[config.mk]
export PLATFORM = sky130hd
export DESIGN_NAME = allocation_map_fit_search_unit
export DESIGN_NICKNAME = d
export VERILOG_FILES = /design/src/rtl/core/amfs_pkg.sv /design/src/rtl/core/allocation_map_fit_search_unit.sv /design/src/rtl/core/amfs_ram.sv /design/src/rtl/core/amfs_run_unit.sv /design/src/rtl/core/amfs_seq.sv
export SDC_FILE = /design/constraint.sdc
export NUM_CORES = 2
export LEC_CHECK = 0
export BUFFER_PORTS_ARGS = -buffer_cell sky130_fd_sc_hd__clkbuf_2
export CAP_MARGIN = 30
export CORE_MARGIN = 1.5
export CORE_UTILIZATION = 35
export DETAILED_ROUTE_END_ITERATION = 10
export PLACE_DENSITY = 0.62
export SKIP_LAST_GASP = 1
export SYNTH_ARGS = -nofsm -noshare
export SYNTH_HDL_FRONTEND = slang
export SYNTH_HIERARCHICAL = 1
export SYNTH_SLANG_ARGS = --single-unit
[constraint.sdc]
create_clock -name clock -period 38.1 [get_ports clock]
set_clock_uncertainty 0.1 [all_clocks]
set_input_delay 7.62 -clock clock [delete_from_list [all_inputs] [get_ports clock]]
set_output_delay 7.62 -clock clock [all_outputs]
set_load 0.01 [all_outputs]
[src/rtl/core/amfs_pkg.sv]
// amfs_pkg: shared widths, codes, state and interface types of the allocation map fit search
// unit. Depends on nothing; used by every module of the block but amfs_ram.

package amfs_pkg;

   // field widths
   localparam int MODE_W   = 3;
   localparam int INDEX_W  = 10;
   localparam int VALUE_W  = 4;
   localparam int SIZE_W   = 11;
   localparam int ADDR_W   = 16;
   localparam int CSR_IDX_W  = 1;
   localparam int CSR_DATA_W = 16;

   // entries that a map index can reach
   localparam int INDEX_DEPTH = 1 << INDEX_W;

   // default map depth
   localparam int MAP_DEPTH_DEFAULT = 1024;

   // reset value of the area size register
   localparam logic [SIZE_W-1:0] AREA_SIZE_RESET = 11'd1024;

   // request modes
   localparam logic [MODE_W-1:0] MODE_WRITE = 3'd0;
   localparam logic [MODE_W-1:0] MODE_FIRST = 3'd1;
   localparam logic [MODE_W-1:0] MODE_NEXT  = 3'd2;
   localparam logic [MODE_W-1:0] MODE_WORST = 3'd3;
   localparam logic [MODE_W-1:0] MODE_BEST  = 3'd4;

   // configuration register indexes
   localparam logic [CSR_IDX_W-1:0] CSR_AREA_START = 1'd0;
   localparam logic [CSR_IDX_W-1:0] CSR_AREA_SIZE  = 1'd1;

   // sequencer states
   typedef enum logic [2:0] {
      ST_CLEAR,
      ST_IDLE,
      ST_SCAN,
      ST_EVAL,
      ST_RESULT
   } amfs_state_type;

   // per-cycle command to the run unit
   typedef struct packed {
      logic              clear;
      logic              step;
      logic              runs_mode;
      logic              largest;
      logic              elem_free;
      logic [SIZE_W-1:0] elem_idx;
      logic [SIZE_W-1:0] len;
      logic [SIZE_W-1:0] n;
   } amfs_ctl_type;

   // run unit result
   typedef struct packed {
      logic              hit;
      logic [SIZE_W-1:0] off;
   } amfs_sts_type;

endpackage

[src/rtl/core/allocation_map_fit_search_unit.sv]
// allocation_map_fit_search_unit: top level of the allocation map fit search.
// Depends on amfs_pkg, amfs_ram, amfs_run_unit and amfs_seq.
//
// Keeps a one-bit used/free map of a heap area and answers first, next, worst and
// best fit requests. Requests enter on req_* (valid/stall), one result per request
// leaves on rsp_* (valid/stall). Mode 0 writes one map entry; modes 1 to 4 search.
// The csr_* port sets the area start address and size; write it only while idle.
// A write updates the map entry when the request is accepted. A search scans the map
// one entry per cycle through the single read port of the map memory, up to
// n = min(area_size, MAP_DEPTH) entries; first and next fit stop early on a hit, and a
// next fit that finds nothing past its pointer falls back to a scan from the area start.
// One request at a time: req_stall is high from accept until the result is handed to
// the output register. The output register holds the result while rsp_stall is high,
// and the next request is already taken meanwhile.
// Reset: the map memory is swept to all free, one entry per cycle over all
// min(MAP_DEPTH, 1024) entries; req_stall stays high during the sweep. Configuration
// writes are taken at any time.

module allocation_map_fit_search_unit #(
   parameter int MAP_DEPTH = amfs_pkg::MAP_DEPTH_DEFAULT
) (
   input  logic                              clock,
   input  logic                              reset,
   // request channel
   input  logic                              req_valid,
   output logic                              req_stall,
   input  logic [amfs_pkg::MODE_W-1:0]       req_mode,
   input  logic [amfs_pkg::INDEX_W-1:0]      req_map_index,
   input  logic [amfs_pkg::VALUE_W-1:0]      req_entry_value,
   input  logic [amfs_pkg::SIZE_W-1:0]       req_request_size,
   // result channel
   output logic                              rsp_valid,
   input  logic                              rsp_stall,
   output logic                              rsp_found,
   output logic [amfs_pkg::ADDR_W-1:0]       rsp_block_address,
   // configuration
   input  logic                              csr_write_enable,
   input  logic [amfs_pkg::CSR_IDX_W-1:0]    csr_index,
   input  logic [amfs_pkg::CSR_DATA_W-1:0]   csr_write_data
);

   localparam int RAM_DEPTH = (MAP_DEPTH < amfs_pkg::INDEX_DEPTH) ?
                              MAP_DEPTH : amfs_pkg::INDEX_DEPTH;
   localparam int RAM_AW = (RAM_DEPTH > 1) ? $clog2(RAM_DEPTH) : 1;

   logic [amfs_pkg::ADDR_W-1:0]  area_start_ff, area_start_in;
   logic [amfs_pkg::SIZE_W-1:0]  area_size_ff, area_size_in;
   logic                         rsp_valid_ff, rsp_valid_in;
   logic                         rsp_found_ff, rsp_found_in;
   logic [amfs_pkg::ADDR_W-1:0]  rsp_block_address_ff, rsp_block_address_in;

   logic [amfs_pkg::SIZE_W-1:0]  n;
   logic                         out_free;
   logic                         res_load;
   logic                         ram_we;
   logic [RAM_AW-1:0]            ram_waddr;
   logic                         ram_wdata;
   logic                         ram_re;
   logic [RAM_AW-1:0]            ram_raddr;
   logic                         ram_rdata;
   amfs_pkg::amfs_ctl_type       ctl;
   amfs_pkg::amfs_sts_type       sts;

   // configuration registers
   always_comb begin
      area_start_in = area_start_ff;
      area_size_in  = area_size_ff;
      if (csr_write_enable) begin
         case (csr_index)
            amfs_pkg::CSR_AREA_START: area_start_in = csr_write_data;
            amfs_pkg::CSR_AREA_SIZE:  area_size_in  = csr_write_data[amfs_pkg::SIZE_W-1:0];
            default: begin
               area_start_in = area_start_ff;
            end
         endcase
      end
   end

   // live entry count, clipped to the map depth
   always_comb begin
      if (32'(area_size_ff) > 32'(MAP_DEPTH)) begin
         n = amfs_pkg::SIZE_W'(MAP_DEPTH);
      end else begin
         n = area_size_ff;
      end
   end

   // output register
   always_comb begin
      out_free             = !rsp_valid_ff || !rsp_stall;
      rsp_valid_in         = rsp_valid_ff && rsp_stall;
      rsp_found_in         = rsp_found_ff;
      rsp_block_address_in = rsp_block_address_ff;
      if (res_load) begin
         rsp_valid_in         = 1'b1;
         rsp_found_in         = sts.hit;
         rsp_block_address_in = sts.hit ?
            (area_start_ff + {{(amfs_pkg::ADDR_W-amfs_pkg::SIZE_W){1'b0}}, sts.off}) : '0;
      end
   end

   always_ff @(posedge clock) begin
      if (reset) begin
         area_start_ff <= '0;
         area_size_ff  <= amfs_pkg::AREA_SIZE_RESET;
         rsp_valid_ff  <= 1'b0;
      end else begin
         area_start_ff <= area_start_in;
         area_size_ff  <= area_size_in;
         rsp_valid_ff  <= rsp_valid_in;
      end
   end

   always_ff @(posedge clock) begin
      rsp_found_ff         <= rsp_found_in;
      rsp_block_address_ff <= rsp_block_address_in;
   end

   assign rsp_valid         = rsp_valid_ff;
   assign rsp_found         = rsp_found_ff;
   assign rsp_block_address = rsp_block_address_ff;

   // used/free map
   amfs_ram #(
      .WIDTH (1),
      .DEPTH (RAM_DEPTH)
   ) u_map (
      .clock        (clock),
      .write_enable (ram_we),
      .write_addr   (ram_waddr),
      .write_data   (ram_wdata),
      .read_enable  (ram_re),
      .read_addr    (ram_raddr),
      .read_data    (ram_rdata)
   );

   // sequencer
   amfs_seq #(
      .MAP_DEPTH (MAP_DEPTH)
   ) u_seq (
      .clock            (clock),
      .reset            (reset),
      .req_valid        (req_valid),
      .req_stall        (req_stall),
      .req_mode         (req_mode),
      .req_map_index    (req_map_index),
      .req_entry_value  (req_entry_value),
      .req_request_size (req_request_size),
      .n                (n),
      .out_free         (out_free),
      .res_load         (res_load),
      .ram_we           (ram_we),
      .ram_waddr        (ram_waddr),
      .ram_wdata        (ram_wdata),
      .ram_re           (ram_re),
      .ram_raddr        (ram_raddr),
      .ram_rdata        (ram_rdata),
      .ctl              (ctl),
      .sts              (sts)
   );

   // shared run tracker
   amfs_run_unit u_run (
      .clock (clock),
      .reset (reset),
      .ctl   (ctl),
      .sts   (sts)
   );

endmodule

[src/rtl/core/amfs_ram.sv]
// amfs_ram: generic single write port RAM with one registered read port.
// Depends on nothing.

module amfs_ram #(
   parameter int WIDTH = 1,
   parameter int DEPTH = 2
) (
   input  logic                                  clock,
   input  logic                                  write_enable,
   input  logic [((DEPTH > 1) ? $clog2(DEPTH) : 1)-1:0] write_addr,
   input  logic [WIDTH-1:0]                      write_data,
   input  logic                                  read_enable,
   input  logic [((DEPTH > 1) ? $clog2(DEPTH) : 1)-1:0] read_addr,
   output logic [WIDTH-1:0]                      read_data
);

   logic [WIDTH-1:0] mem_ff [DEPTH];
   logic [WIDTH-1:0] read_data_ff;

   // write port
   always_ff @(posedge clock) begin
      if (write_enable) begin
         mem_ff[write_addr] <= write_data;
      end
   end

   // registered read port
   always_ff @(posedge clock) begin
      if (read_enable) begin
         read_data_ff <= mem_ff[read_addr];
      end
   end

   assign read_data = read_data_ff;

endmodule

[src/rtl/core/amfs_run_unit.sv]
// amfs_run_unit: shared run tracker, consumes one map entry per step and keeps the
// current free run, the best candidate and the hit. Depends on amfs_pkg.

module amfs_run_unit (
   input  logic                  clock,
   input  logic                  reset,
   input  amfs_pkg::amfs_ctl_type ctl,
   output amfs_pkg::amfs_sts_type sts
);

   logic [amfs_pkg::SIZE_W-1:0] run_ff, run_in;
   logic [amfs_pkg::SIZE_W-1:0] start_ff, start_in;
   logic [amfs_pkg::SIZE_W-1:0] pick_ff, pick_in;
   logic [amfs_pkg::SIZE_W-1:0] off_ff, off_in;
   logic                        hit_ff, hit_in;
   logic [amfs_pkg::SIZE_W:0]   run_inc;
   logic                        better;

   // one add and compare per entry
   always_comb begin
      run_inc = {1'b0, run_ff} + {{amfs_pkg::SIZE_W{1'b0}}, 1'b1};
      better  = ctl.largest ? (run_ff >= pick_ff) : (run_ff <= pick_ff);
   end

   // run tracking
   always_comb begin
      run_in   = run_ff;
      start_in = start_ff;
      pick_in  = pick_ff;
      off_in   = off_ff;
      hit_in   = hit_ff;
      if (ctl.clear) begin
         run_in  = '0;
         hit_in  = 1'b0;
         pick_in = ctl.largest ? '0 : ctl.n;
      end else if (ctl.step) begin
         if (!ctl.runs_mode) begin
            // first or next fit: stop at the first run long enough
            if (!hit_ff) begin
               if (ctl.elem_free) begin
                  run_in = run_inc[amfs_pkg::SIZE_W-1:0];
                  if (run_inc >= {1'b0, ctl.len}) begin
                     hit_in = 1'b1;
                     off_in = ctl.elem_idx - run_ff;
                  end
               end else begin
                  run_in = '0;
               end
            end
         end else begin
            // worst or best fit: judge each maximal run at its end
            if (ctl.elem_free) begin
               if (run_ff == '0) begin
                  start_in = ctl.elem_idx;
               end
               run_in = run_inc[amfs_pkg::SIZE_W-1:0];
            end else begin
               if ((run_ff != '0) && (run_ff >= ctl.len) && better) begin
                  pick_in = run_ff;
                  off_in  = start_ff;
                  hit_in  = 1'b1;
               end
               run_in = '0;
            end
         end
      end
   end

   always_ff @(posedge clock) begin
      if (reset) begin
         hit_ff <= 1'b0;
      end else begin
         hit_ff <= hit_in;
      end
   end

   always_ff @(posedge clock) begin
      run_ff   <= run_in;
      start_ff <= start_in;
      pick_ff  <= pick_in;
      off_ff   <= off_in;
   end

   assign sts.hit = hit_ff;
   assign sts.off = off_ff;

endmodule

[src/rtl/core/amfs_seq.sv]
// amfs_seq: sequencer of the fit search; clearing pass, request intake, map scan
// addressing, next-fit pointer and fallback. Depends on amfs_pkg.

module amfs_seq #(
   parameter int MAP_DEPTH = amfs_pkg::MAP_DEPTH_DEFAULT,
   localparam int RAM_DEPTH = (MAP_DEPTH < amfs_pkg::INDEX_DEPTH) ?
                              MAP_DEPTH : amfs_pkg::INDEX_DEPTH,
   localparam int RAM_AW = (RAM_DEPTH > 1) ? $clog2(RAM_DEPTH) : 1
) (
   input  logic                          clock,
   input  logic                          reset,
   // request side
   input  logic                          req_valid,
   output logic                          req_stall,
   input  logic [amfs_pkg::MODE_W-1:0]   req_mode,
   input  logic [amfs_pkg::INDEX_W-1:0]  req_map_index,
   input  logic [amfs_pkg::VALUE_W-1:0]  req_entry_value,
   input  logic [amfs_pkg::SIZE_W-1:0]   req_request_size,
   // live area size and result handoff
   input  logic [amfs_pkg::SIZE_W-1:0]   n,
   input  logic                          out_free,
   output logic                          res_load,
   // map memory
   output logic                          ram_we,
   output logic [RAM_AW-1:0]             ram_waddr,
   output logic                          ram_wdata,
   output logic                          ram_re,
   output logic [RAM_AW-1:0]             ram_raddr,
   input  logic                          ram_rdata,
   // run unit
   output amfs_pkg::amfs_ctl_type        ctl,
   input  amfs_pkg::amfs_sts_type        sts
);

   localparam logic [amfs_pkg::SIZE_W-1:0] RAM_DEPTH_S = amfs_pkg::SIZE_W'(RAM_DEPTH);
   localparam logic [amfs_pkg::SIZE_W-1:0] RAM_LAST    = amfs_pkg::SIZE_W'(RAM_DEPTH - 1);
   localparam logic [amfs_pkg::SIZE_W-1:0] CNT_ONE     = amfs_pkg::SIZE_W'(1);

   amfs_pkg::amfs_state_type      state_ff, state_in;
   logic [amfs_pkg::SIZE_W-1:0]   cnt_ff, cnt_in;
   logic                          issued_ff, issued_in;
   logic                          pv_ff, pv_in;
   logic [amfs_pkg::SIZE_W-1:0]   pidx_ff, pidx_in;
   logic [amfs_pkg::SIZE_W-1:0]   nf_ff, nf_in;
   logic                          fallback_ff, fallback_in;
   logic [amfs_pkg::MODE_W-1:0]   mode_ff, mode_in;
   logic [amfs_pkg::SIZE_W-1:0]   len_ff, len_in;

   logic                          req_search;
   logic [amfs_pkg::SIZE_W-1:0]   start_ofs;
   logic                          issue;
   logic                          last_proc;
   logic                          first_kind;
   logic                          restart;
   logic                          next_hit;
   logic [amfs_pkg::MODE_W-1:0]   kind_mode;

   // decode
   always_comb begin
      req_search = (req_mode == amfs_pkg::MODE_FIRST) || (req_mode == amfs_pkg::MODE_NEXT) ||
                   (req_mode == amfs_pkg::MODE_WORST) || (req_mode == amfs_pkg::MODE_BEST);
      start_ofs  = (req_mode == amfs_pkg::MODE_NEXT) ? nf_ff : '0;
      first_kind = (mode_ff == amfs_pkg::MODE_FIRST) || (mode_ff == amfs_pkg::MODE_NEXT);
      issue      = (state_ff == amfs_pkg::ST_SCAN) && !issued_ff;
      last_proc  = (state_ff == amfs_pkg::ST_SCAN) && pv_ff && (pidx_ff == n);
      restart    = (state_ff == amfs_pkg::ST_EVAL) && (mode_ff == amfs_pkg::MODE_NEXT) &&
                   !fallback_ff && !sts.hit;
      next_hit   = (state_ff == amfs_pkg::ST_EVAL) && (mode_ff == amfs_pkg::MODE_NEXT) &&
                   !fallback_ff && sts.hit;
      kind_mode  = (state_ff == amfs_pkg::ST_IDLE) ? req_mode : mode_ff;
   end

   // next state
   always_comb begin
      state_in = state_ff;
      case (state_ff)
         amfs_pkg::ST_CLEAR: begin
            if (cnt_ff == RAM_LAST) begin
               state_in = amfs_pkg::ST_IDLE;
            end
         end
         amfs_pkg::ST_IDLE: begin
            if (req_valid) begin
               if (!req_search) begin
                  state_in = amfs_pkg::ST_RESULT;
               end else if (start_ofs > n) begin
                  state_in = amfs_pkg::ST_EVAL;
               end else begin
                  state_in = amfs_pkg::ST_SCAN;
               end
            end
         end
         amfs_pkg::ST_SCAN: begin
            if (last_proc || (first_kind && sts.hit)) begin
               state_in = amfs_pkg::ST_EVAL;
            end
         end
         amfs_pkg::ST_EVAL: begin
            state_in = restart ? amfs_pkg::ST_SCAN : amfs_pkg::ST_RESULT;
         end
         amfs_pkg::ST_RESULT: begin
            if (out_free) begin
               state_in = amfs_pkg::ST_IDLE;
            end
         end
         default: begin
            state_in = amfs_pkg::ST_IDLE;
         end
      endcase
   end

   // outputs
   always_comb begin
      req_stall     = 1'b1;
      res_load      = 1'b0;
      ram_we        = 1'b0;
      ram_waddr     = cnt_ff[RAM_AW-1:0];
      ram_wdata     = 1'b0;
      ram_re        = 1'b0;
      ram_raddr     = cnt_ff[RAM_AW-1:0];
      ctl.clear     = 1'b0;
      ctl.step      = 1'b0;
      ctl.runs_mode = (kind_mode == amfs_pkg::MODE_WORST) || (kind_mode == amfs_pkg::MODE_BEST);
      ctl.largest   = (kind_mode == amfs_pkg::MODE_WORST);
      ctl.elem_free = (pidx_ff < n) && ((pidx_ff >= RAM_DEPTH_S) || !ram_rdata);
      ctl.elem_idx  = pidx_ff;
      ctl.len       = len_ff;
      ctl.n         = n;
      case (state_ff)
         amfs_pkg::ST_CLEAR: begin
            ram_we = 1'b1;
         end
         amfs_pkg::ST_IDLE: begin
            req_stall = 1'b0;
            ctl.clear = req_valid;
            if (req_valid && (req_mode == amfs_pkg::MODE_WRITE) &&
                (amfs_pkg::SIZE_W'(req_map_index) < RAM_DEPTH_S)) begin
               ram_we    = 1'b1;
               ram_waddr = req_map_index[RAM_AW-1:0];
               ram_wdata = (req_entry_value != '0);
            end
         end
         amfs_pkg::ST_SCAN: begin
            ram_re   = issue && (cnt_ff < RAM_DEPTH_S);
            ctl.step = pv_ff;
         end
         amfs_pkg::ST_EVAL: begin
            ctl.clear = restart;
         end
         amfs_pkg::ST_RESULT: begin
            res_load = out_free;
         end
         default: begin
            req_stall = 1'b1;
         end
      endcase
   end

   // counters, pointer and latched request
   always_comb begin
      cnt_in      = cnt_ff;
      issued_in   = issued_ff;
      pv_in       = issue;
      pidx_in     = cnt_ff;
      nf_in       = nf_ff;
      fallback_in = fallback_ff;
      mode_in     = mode_ff;
      len_in      = len_ff;
      if (state_ff == amfs_pkg::ST_CLEAR) begin
         cnt_in = cnt_ff + CNT_ONE;
      end
      if ((state_ff == amfs_pkg::ST_IDLE) && req_valid) begin
         mode_in     = req_mode;
         len_in      = req_request_size;
         cnt_in      = start_ofs;
         issued_in   = 1'b0;
         fallback_in = 1'b0;
      end
      if (issue) begin
         cnt_in = cnt_ff + CNT_ONE;
         if (cnt_ff == n) begin
            issued_in = 1'b1;
         end
      end
      // next fit found nothing past the pointer: rescan from the area start
      if (restart) begin
         cnt_in      = '0;
         issued_in   = 1'b0;
         fallback_in = 1'b1;
      end
      if (next_hit) begin
         nf_in = sts.off + len_ff;
      end
   end

   always_ff @(posedge clock) begin
      if (reset) begin
         state_ff    <= amfs_pkg::ST_CLEAR;
         cnt_ff      <= '0;
         issued_ff   <= 1'b1;
         pv_ff       <= 1'b0;
         nf_ff       <= '0;
         fallback_ff <= 1'b0;
         mode_ff     <= amfs_pkg::MODE_WRITE;
      end else begin
         state_ff    <= state_in;
         cnt_ff      <= cnt_in;
         issued_ff   <= issued_in;
         pv_ff       <= pv_in;
         nf_ff       <= nf_in;
         fallback_ff <= fallback_in;
         mode_ff     <= mode_in;
      end
   end

   always_ff @(posedge clock) begin
      pidx_ff <= pidx_in;
      len_ff  <= len_in;
   end

   // the next-fit pointer moves only when a next-fit pass is judged
   a_nf_only_in_eval: assert property (@(posedge clock) disable iff (reset)
      (nf_ff != $past(nf_ff)) |-> ($past(state_ff) == amfs_pkg::ST_EVAL))
      else $error("next-fit pointer changed outside evaluation");

   // read data in flight only during a scan or its evaluation
   a_pipe_in_scan: assert property (@(posedge clock) disable iff (reset)
      pv_ff |-> ((state_ff == amfs_pkg::ST_SCAN) || (state_ff == amfs_pkg::ST_EVAL)))
      else $error("map read pending outside a scan");

   // an accepted request always leaves idle
   a_accept_leaves_idle: assert property (@(posedge clock) disable iff (reset)
      (req_valid && !req_stall) |=> (state_ff != amfs_pkg::ST_IDLE))
      else $error("request accepted but sequencer stayed idle");

endmodule
# Word level (Yosys, flattened, before mapping)
# Memories as Yosys holds them, arrays and structs flattened. A register that Yosys moved wholly into a read port is not among the register bits.
# Cells that the tools add are included.
[totals] reg_bits=143 latchBits=0 ram_bits=1024 romBits=0 inputBits=50 out_inout_bits=19 elab_cells=166 n_memories=1
[op_classes] addsub=5 multipliers=0 div_mod_pow=0 n_lt_le_gt_ge=9 eq_ne=23 shifts=0 n_mux=56 bitwise_logic=2 reduce_logical=51
[memory_table] name="u_map.mem_ff" depth=1024 word_bits=1 rd=1 rd_clocked_by_memory_dff=1 wr=1 line_no="amfs_ram.sv:17" source="logic [WIDTH-1:0] mem_ff [DEPTH];"
[ops] operator="11-bit 2-to-1 mux" count=20
[ops] operator="1-bit 2-to-1 mux" count=24
[ops] operator="11-bit == test" count=2
[ops] operator="11-bit >= comparator" count=2
[ops] operator="3-bit 2-to-1 mux" count=7
[ops] operator="10-bit 2-to-1 mux" count=2
[ops] operator="3-bit by 2-bit == test with 1-bit output (second input constant)" count=6
[ops] operator="16-bit by 11-bit adder with 16-bit output" count=1
[ops] operator="1-bit logical AND" count=15
[ops] operator="3-bit one-hot mux with 5 select lines" count=1
[ops] operator="11-bit by 1-bit adder with 12-bit output (second input constant)" count=1
[ops] operator="12-bit by 11-bit >= comparator with 1-bit output" count=1
[ops] operator="2-bit nonzero test" count=6
[ops] operator="11-bit by 1-bit adder with 11-bit output (second input constant)" count=1
[ops] operator="11-bit adder" count=1
[ops] operator="11-bit by 10-bit == test with 1-bit output (second input constant)" count=1
[ops] operator="11-bit >= comparator (second input constant)" count=1
[ops] operator="11-bit greater-than comparator" count=1
[ops] operator="11-bit greater-than comparator (second input constant)" count=1
[ops] operator="11-bit less-or-equal comparator" count=1
[ops] operator="11-bit zero test" count=1
[ops] operator="11-bit < comparator" count=1
[ops] operator="11-bit < comparator (second input constant)" count=1
[ops] operator="11-bit nonzero test" count=1
[ops] operator="18 further kinds" count=47

# Longest topological paths before layout
[depth] depth_word=10 mapped_depth=16 mapped_depth_nobuf=13

# By module
# Netlist, hierarchy kept.
[by_module_without_submodules] module="amfs_ram" instances=1 cells_per_inst=3112 area_each_um2=44666.6 seq_area_each_um2=30779.5
[by_module_without_submodules] module="amfs_seq" instances=1 cells_per_inst=435 area_each_um2=3698.5 seq_area_each_um2=1171.1
[by_module_without_submodules] module="amfs_run_unit" instances=1 cells_per_inst=346 area_each_um2=3261.9 seq_area_each_um2=1231.2
[by_module_without_submodules] module="allocation_map_fit_search_unit" instances=1 cells_per_inst=258 area_each_um2=2257.2 seq_area_each_um2=1071.0

# Worst setup path after synthesis
# OpenSTA, ideal clock, no wires.
[synth_timing] kind="input -> register" from="in req_valid" to="mem u_map.mem_ff[0], data pin" setup_time_ns=5.017 arrival_ns=31.836 required_ns=32.983 slack_ns=1.147 path_stages=6 cell_sequence="nand4bb_1 clkbuf_1 inv_1 nand3b_1 buf_2 nor2_1"
[synth_via] elab_chain_len=3
[synth_lines] element="start: declaration" line_no="allocation_map_fit_search_unit.sv:25" source="input logic req_valid,"
[synth_lines] element="1-bit logical AND" line_no="amfs_seq.sv:136" source="if (req_valid && (req_mode == amfs_pkg::MODE_WRITE) &&"
[synth_lines] element="1-bit 2-to-1 mux" line_no="amfs_seq.sv:136"
[synth_lines] element="1-bit 2-to-1 mux" line_no="amfs_seq.sv:129" source="case (state_ff)"
[synth_lines] element="named net ram_wdata" line_no="allocation_map_fit_search_unit.sv:57" source="logic ram_wdata;"
[synth_lines] element="end: declaration" line_no="amfs_ram.sv:17"
# The timed path passes the listed nets, and every way through them passes these cells.

# Final worst setup path
[layout_timing] from="in req_valid" to="mem u_map.mem_ff[721], data pin"
# The elaborated chain is that of the path after synthesis.

==> metrics.md <==
| Metric | Value |
|---|---|
| Worst IR drop on VDD | `41.97 µV` |
| Via/cell ratio | `5.535` |
| Starting DRT DRC Count | `4172` |
| Top Family by Delay on Critical Path | `buffers and inverters` |
| CTS tree | `yes` |
| Overflow after GRT | `0` |
| Worst Path Required | `38.46 ns` |
| Power Dens Cells | `43.89 nW/µm²` |
| Final ANT Viol Nets | `0` |
| Design Power | `2662 µW` |
| Post-synth EDFFs | `1086` |
| Fin. Hold Viols | `0` |
| Max-slew violations | `0` |
| Layout fillers | `14260` |
| Global-route wire length before repair | `214800 µm` |
| Worst-Skew Late Latency | `0.75 ns` |
| Critical path, cell by cell | `clkbuf_2 > nand4bb_1 > buf_4 > inv_1 > buf_4 > nand3b_1 > nor2_4 > buf_12 > buf_4 > buf_4 > buf_16` |
| RSZ-0062 raised after global routing | `no` |
| Primary FF master, synth | `edfxtp_1` |
| CP Class | `input pin to flip-flop` |
| Slew @ Worst Pin | `1.187 ns` |
| Mean Syn Cell Area | `12.98 µm²` |
| Worst hold path type | `flip-flop to flip-flop` |
| Run status | `finished clean` |
| CP most frequent cell | `buf_4` |
| Num rows | `143` |
| Die Footprint | `156300 µm²` |
| DR WL/cell | `23.40 µm` |
| Initial antenna violation count | `8` |
| Post-CTS setup buffer count | `0` |
| Seq/Total Area, Yosys | `63.57%` |
| WP buf/inv | `8` |
| Cts repair resizes | `0` |
| Post-cts hold buffer count | `0` |
| Min Hold Slack | `0.3461 ns` |
| HPWL Detailed | `86000 µm` |
| Initial core utilization | `35.35%` |
| Final TNS setup | `0 ns` |
| Syn Inst Count | `4151` |
| Vias in the first global route | `33130` |
| DRT Pass-1 Iters | `5` |
| FF+latch count, synth | `1168` |
| Max incr delay on CP | `1.11 ns` |
| Max-cap viol count | `0` |
| Core ar. | `152400 µm²` |
| Async SR Flop Fraction | `0%` |
| Kind of start point of the critical path | `input pin` |
| H-tree depth | `3` |
| Clock sinks | `1168` |
| GP Congestion | `0.8434` |
| Post-layout minimum cycle time | `12.78 ns` |
| Final Net Count | `4239` |
| Total Routing Usage GR | `18.27%` |
| Final period util | `33.53%` |
| Setup Viol. Count Final | `0` |
| Root Driver | `clkbuf_16` |
| YS warnings | `6` |
| Synthesized Nets | `4293` |
| Die Y-Extent | `395.4 µm` |
| F_max | `78.27 MHz` |
| Most frequent cells in the layout | `nor2_1 (1101), edfxtp_1 (1086), nand2_1 (207), mux4_2 (200), mux2i_1 (131)` |
| Wirelength, routed | `145700 µm` |
| I/O Buffers | `68` |
| Clk slew on worst S/H paths | `0.06 ns` |
| Most common cell after layout, fill and taps aside | `nor2_1` |
| Layout Area Growth over Synthesis | `12.56%` |
| Synth Cell Area | `53880 µm²` |
| TritonCTS Buffers | `119` |
| Critical Path Fanout Max | `274` |
| Clk buf depth | `3` |
| Max-slew headroom | `20.88%` |
| Critical Path AT | `13.14 ns` |
| Number of I/O pins | `69` |
| Share of cells above drive strength 1 | `15.53%` |
| Leakage Power | `0.02128 µW` |
| Die Wd | `395.4 µm` |
| Crit path capture type | `flip-flop` |
| Largest net degree at the start of global routing | `275` |
| Via count | `34480` |
| Slowest CP cell | `nor2_4` |
| DRC viols | `0` |
| Synth unique cells | `87` |
## worst reg2reg max path, delay by kind of cell, from the launching register on
family,cells,cell delay (ns)
AND/OR/NAND/NOR,3,2.14
flip-flops,1,0.46
buffers and inverters,7,3.24
## per-stage QoR
stage / cell area [µm²] / setup slack, ns / utilization, % / std cells
2_1_floorplan: 53880 / 1.147 / - / 4151
3_3_place_gp: 55770 / 24.69 / 36.59 / 5962
3_5_place_dp: 56530 / 24.40 / 37.08 / 5994
4_1_cts: 60400 / 25.17 / 39.62 / 6216
5_1_grt: 60650 / 25.11 / 39.79 / 6229
6_report: 60650 / 25.32 / 39.79 / 6229
## metal layers
metal | up-vias | part of all wire (%) | GRT usage, %
met4 | 4 | 2.7 | 5.569
met3 | 213 | 8.8 | 3.267
met5 | - | 0.021 | 0
met2 | 1480 | 47 | 28.93
met1 | 17690 | 42 | 25.55
li1 | 15090 | - | -
## cells by family (layout without fill, tap and decap cells)
| logic type | Yosys count | count (layout) | share of synthesized area, % |
|---|---|---|---|
| compound gates | 424 | 424 | 5.236 |
| xor+xnor | 36 | 36 | 0.5851 |
| fa+ha+maj | 92 | 92 | 2.178 |
| simple gates | 1636 | 1636 | 12.82 |
| flops | 1168 | 1168 | 63.57 |
| other cells | 0 | 1 | 0 |
| buf+inv | 437 | 484 | 3.862 |
| mux | 358 | 358 | 11.75 |
## path summary, 6_finish.rpt
check,end,cells after the start,slack (ns),startpoint
max,u_map/mem_ff[721]$_DFFE_PP_,11,25.32,req_valid
min,u_seq/pidx_ff[5]$_DFF_P_,0,0.35,u_seq/cnt_ff[5]$_SDFFE_PP0P_
max reg2reg,u_map/mem_ff[721]$_DFFE_PP_,10,31.72,u_seq/state_ff[1]$_SDFFE_PP0P_
min reg2reg,u_seq/pidx_ff[5]$_DFF_P_,0,0.35,u_seq/cnt_ff[5]$_SDFFE_PP0P_
## final cells by class
type / instances / area [µm²] / area share, %
Clock inverter: 80 / 748.2 / 1.234
Clock buffer: 142 / 3117 / 5.139
Antenna cell: 1 / 2.502 / 0.004126
Timing Repair Buffer: 193 / 1999 / 3.296
Multi-Input combinational cell: 2546 / 17720 / 29.22
Inverter: 69 / 259.0 / 0.4270
Tap cell: 2030 / 2540 / 4.188
Sequential cell: 1168 / 34270 / 56.49
## synthesized netlist by cell type, types with 37 or more instances
cell type  count  area (µm²)
nand2_1      213       799.5
o221ai_1      50       437.9
clkbuf_1     214       803.3
mux4_2       200        4504
nand3_1       68       340.3
dfxtp_1       82        1642
o21ai_0       72       360.4
ha_1          89        1114
buf_1         58       217.7
nor3_1        58       290.3
edfxtp_1    1086       32610
nor2_1      1102        4136
a21oi_1      122       610.6
inv_1         65       244.0
buf_4         37       277.8
mux2i_1      131        1311
## power breakdown
part / total (µW) / internal, µW / leakage [µW] / switching [µW]
logic: 109 / 41.2 / 0.00646 / 68.0
registers: 1390 / 1380 / 0.0129 / 6.12
clock network: 1160 / 652 / 0.00188 / 511
## sequential cells by signal (all words and copies together) (netlist names), 3 cells and up
signal,flops
u_map/mem_ff,1024
u_seq/state_ff,3
u_run/off_ff,11
area_size_ff,11
u_seq/cnt_ff,11
area_start_ff,16
u_run/start_ff,11
u_seq/nf_ff,11
u_seq/pidx_ff,11
u_run/pick_ff,11
rsp_block_address,16
u_seq/mode_ff,3
u_run/run_ff,11
u_seq/len_ff,11
(Power assumes the default switching activity.)
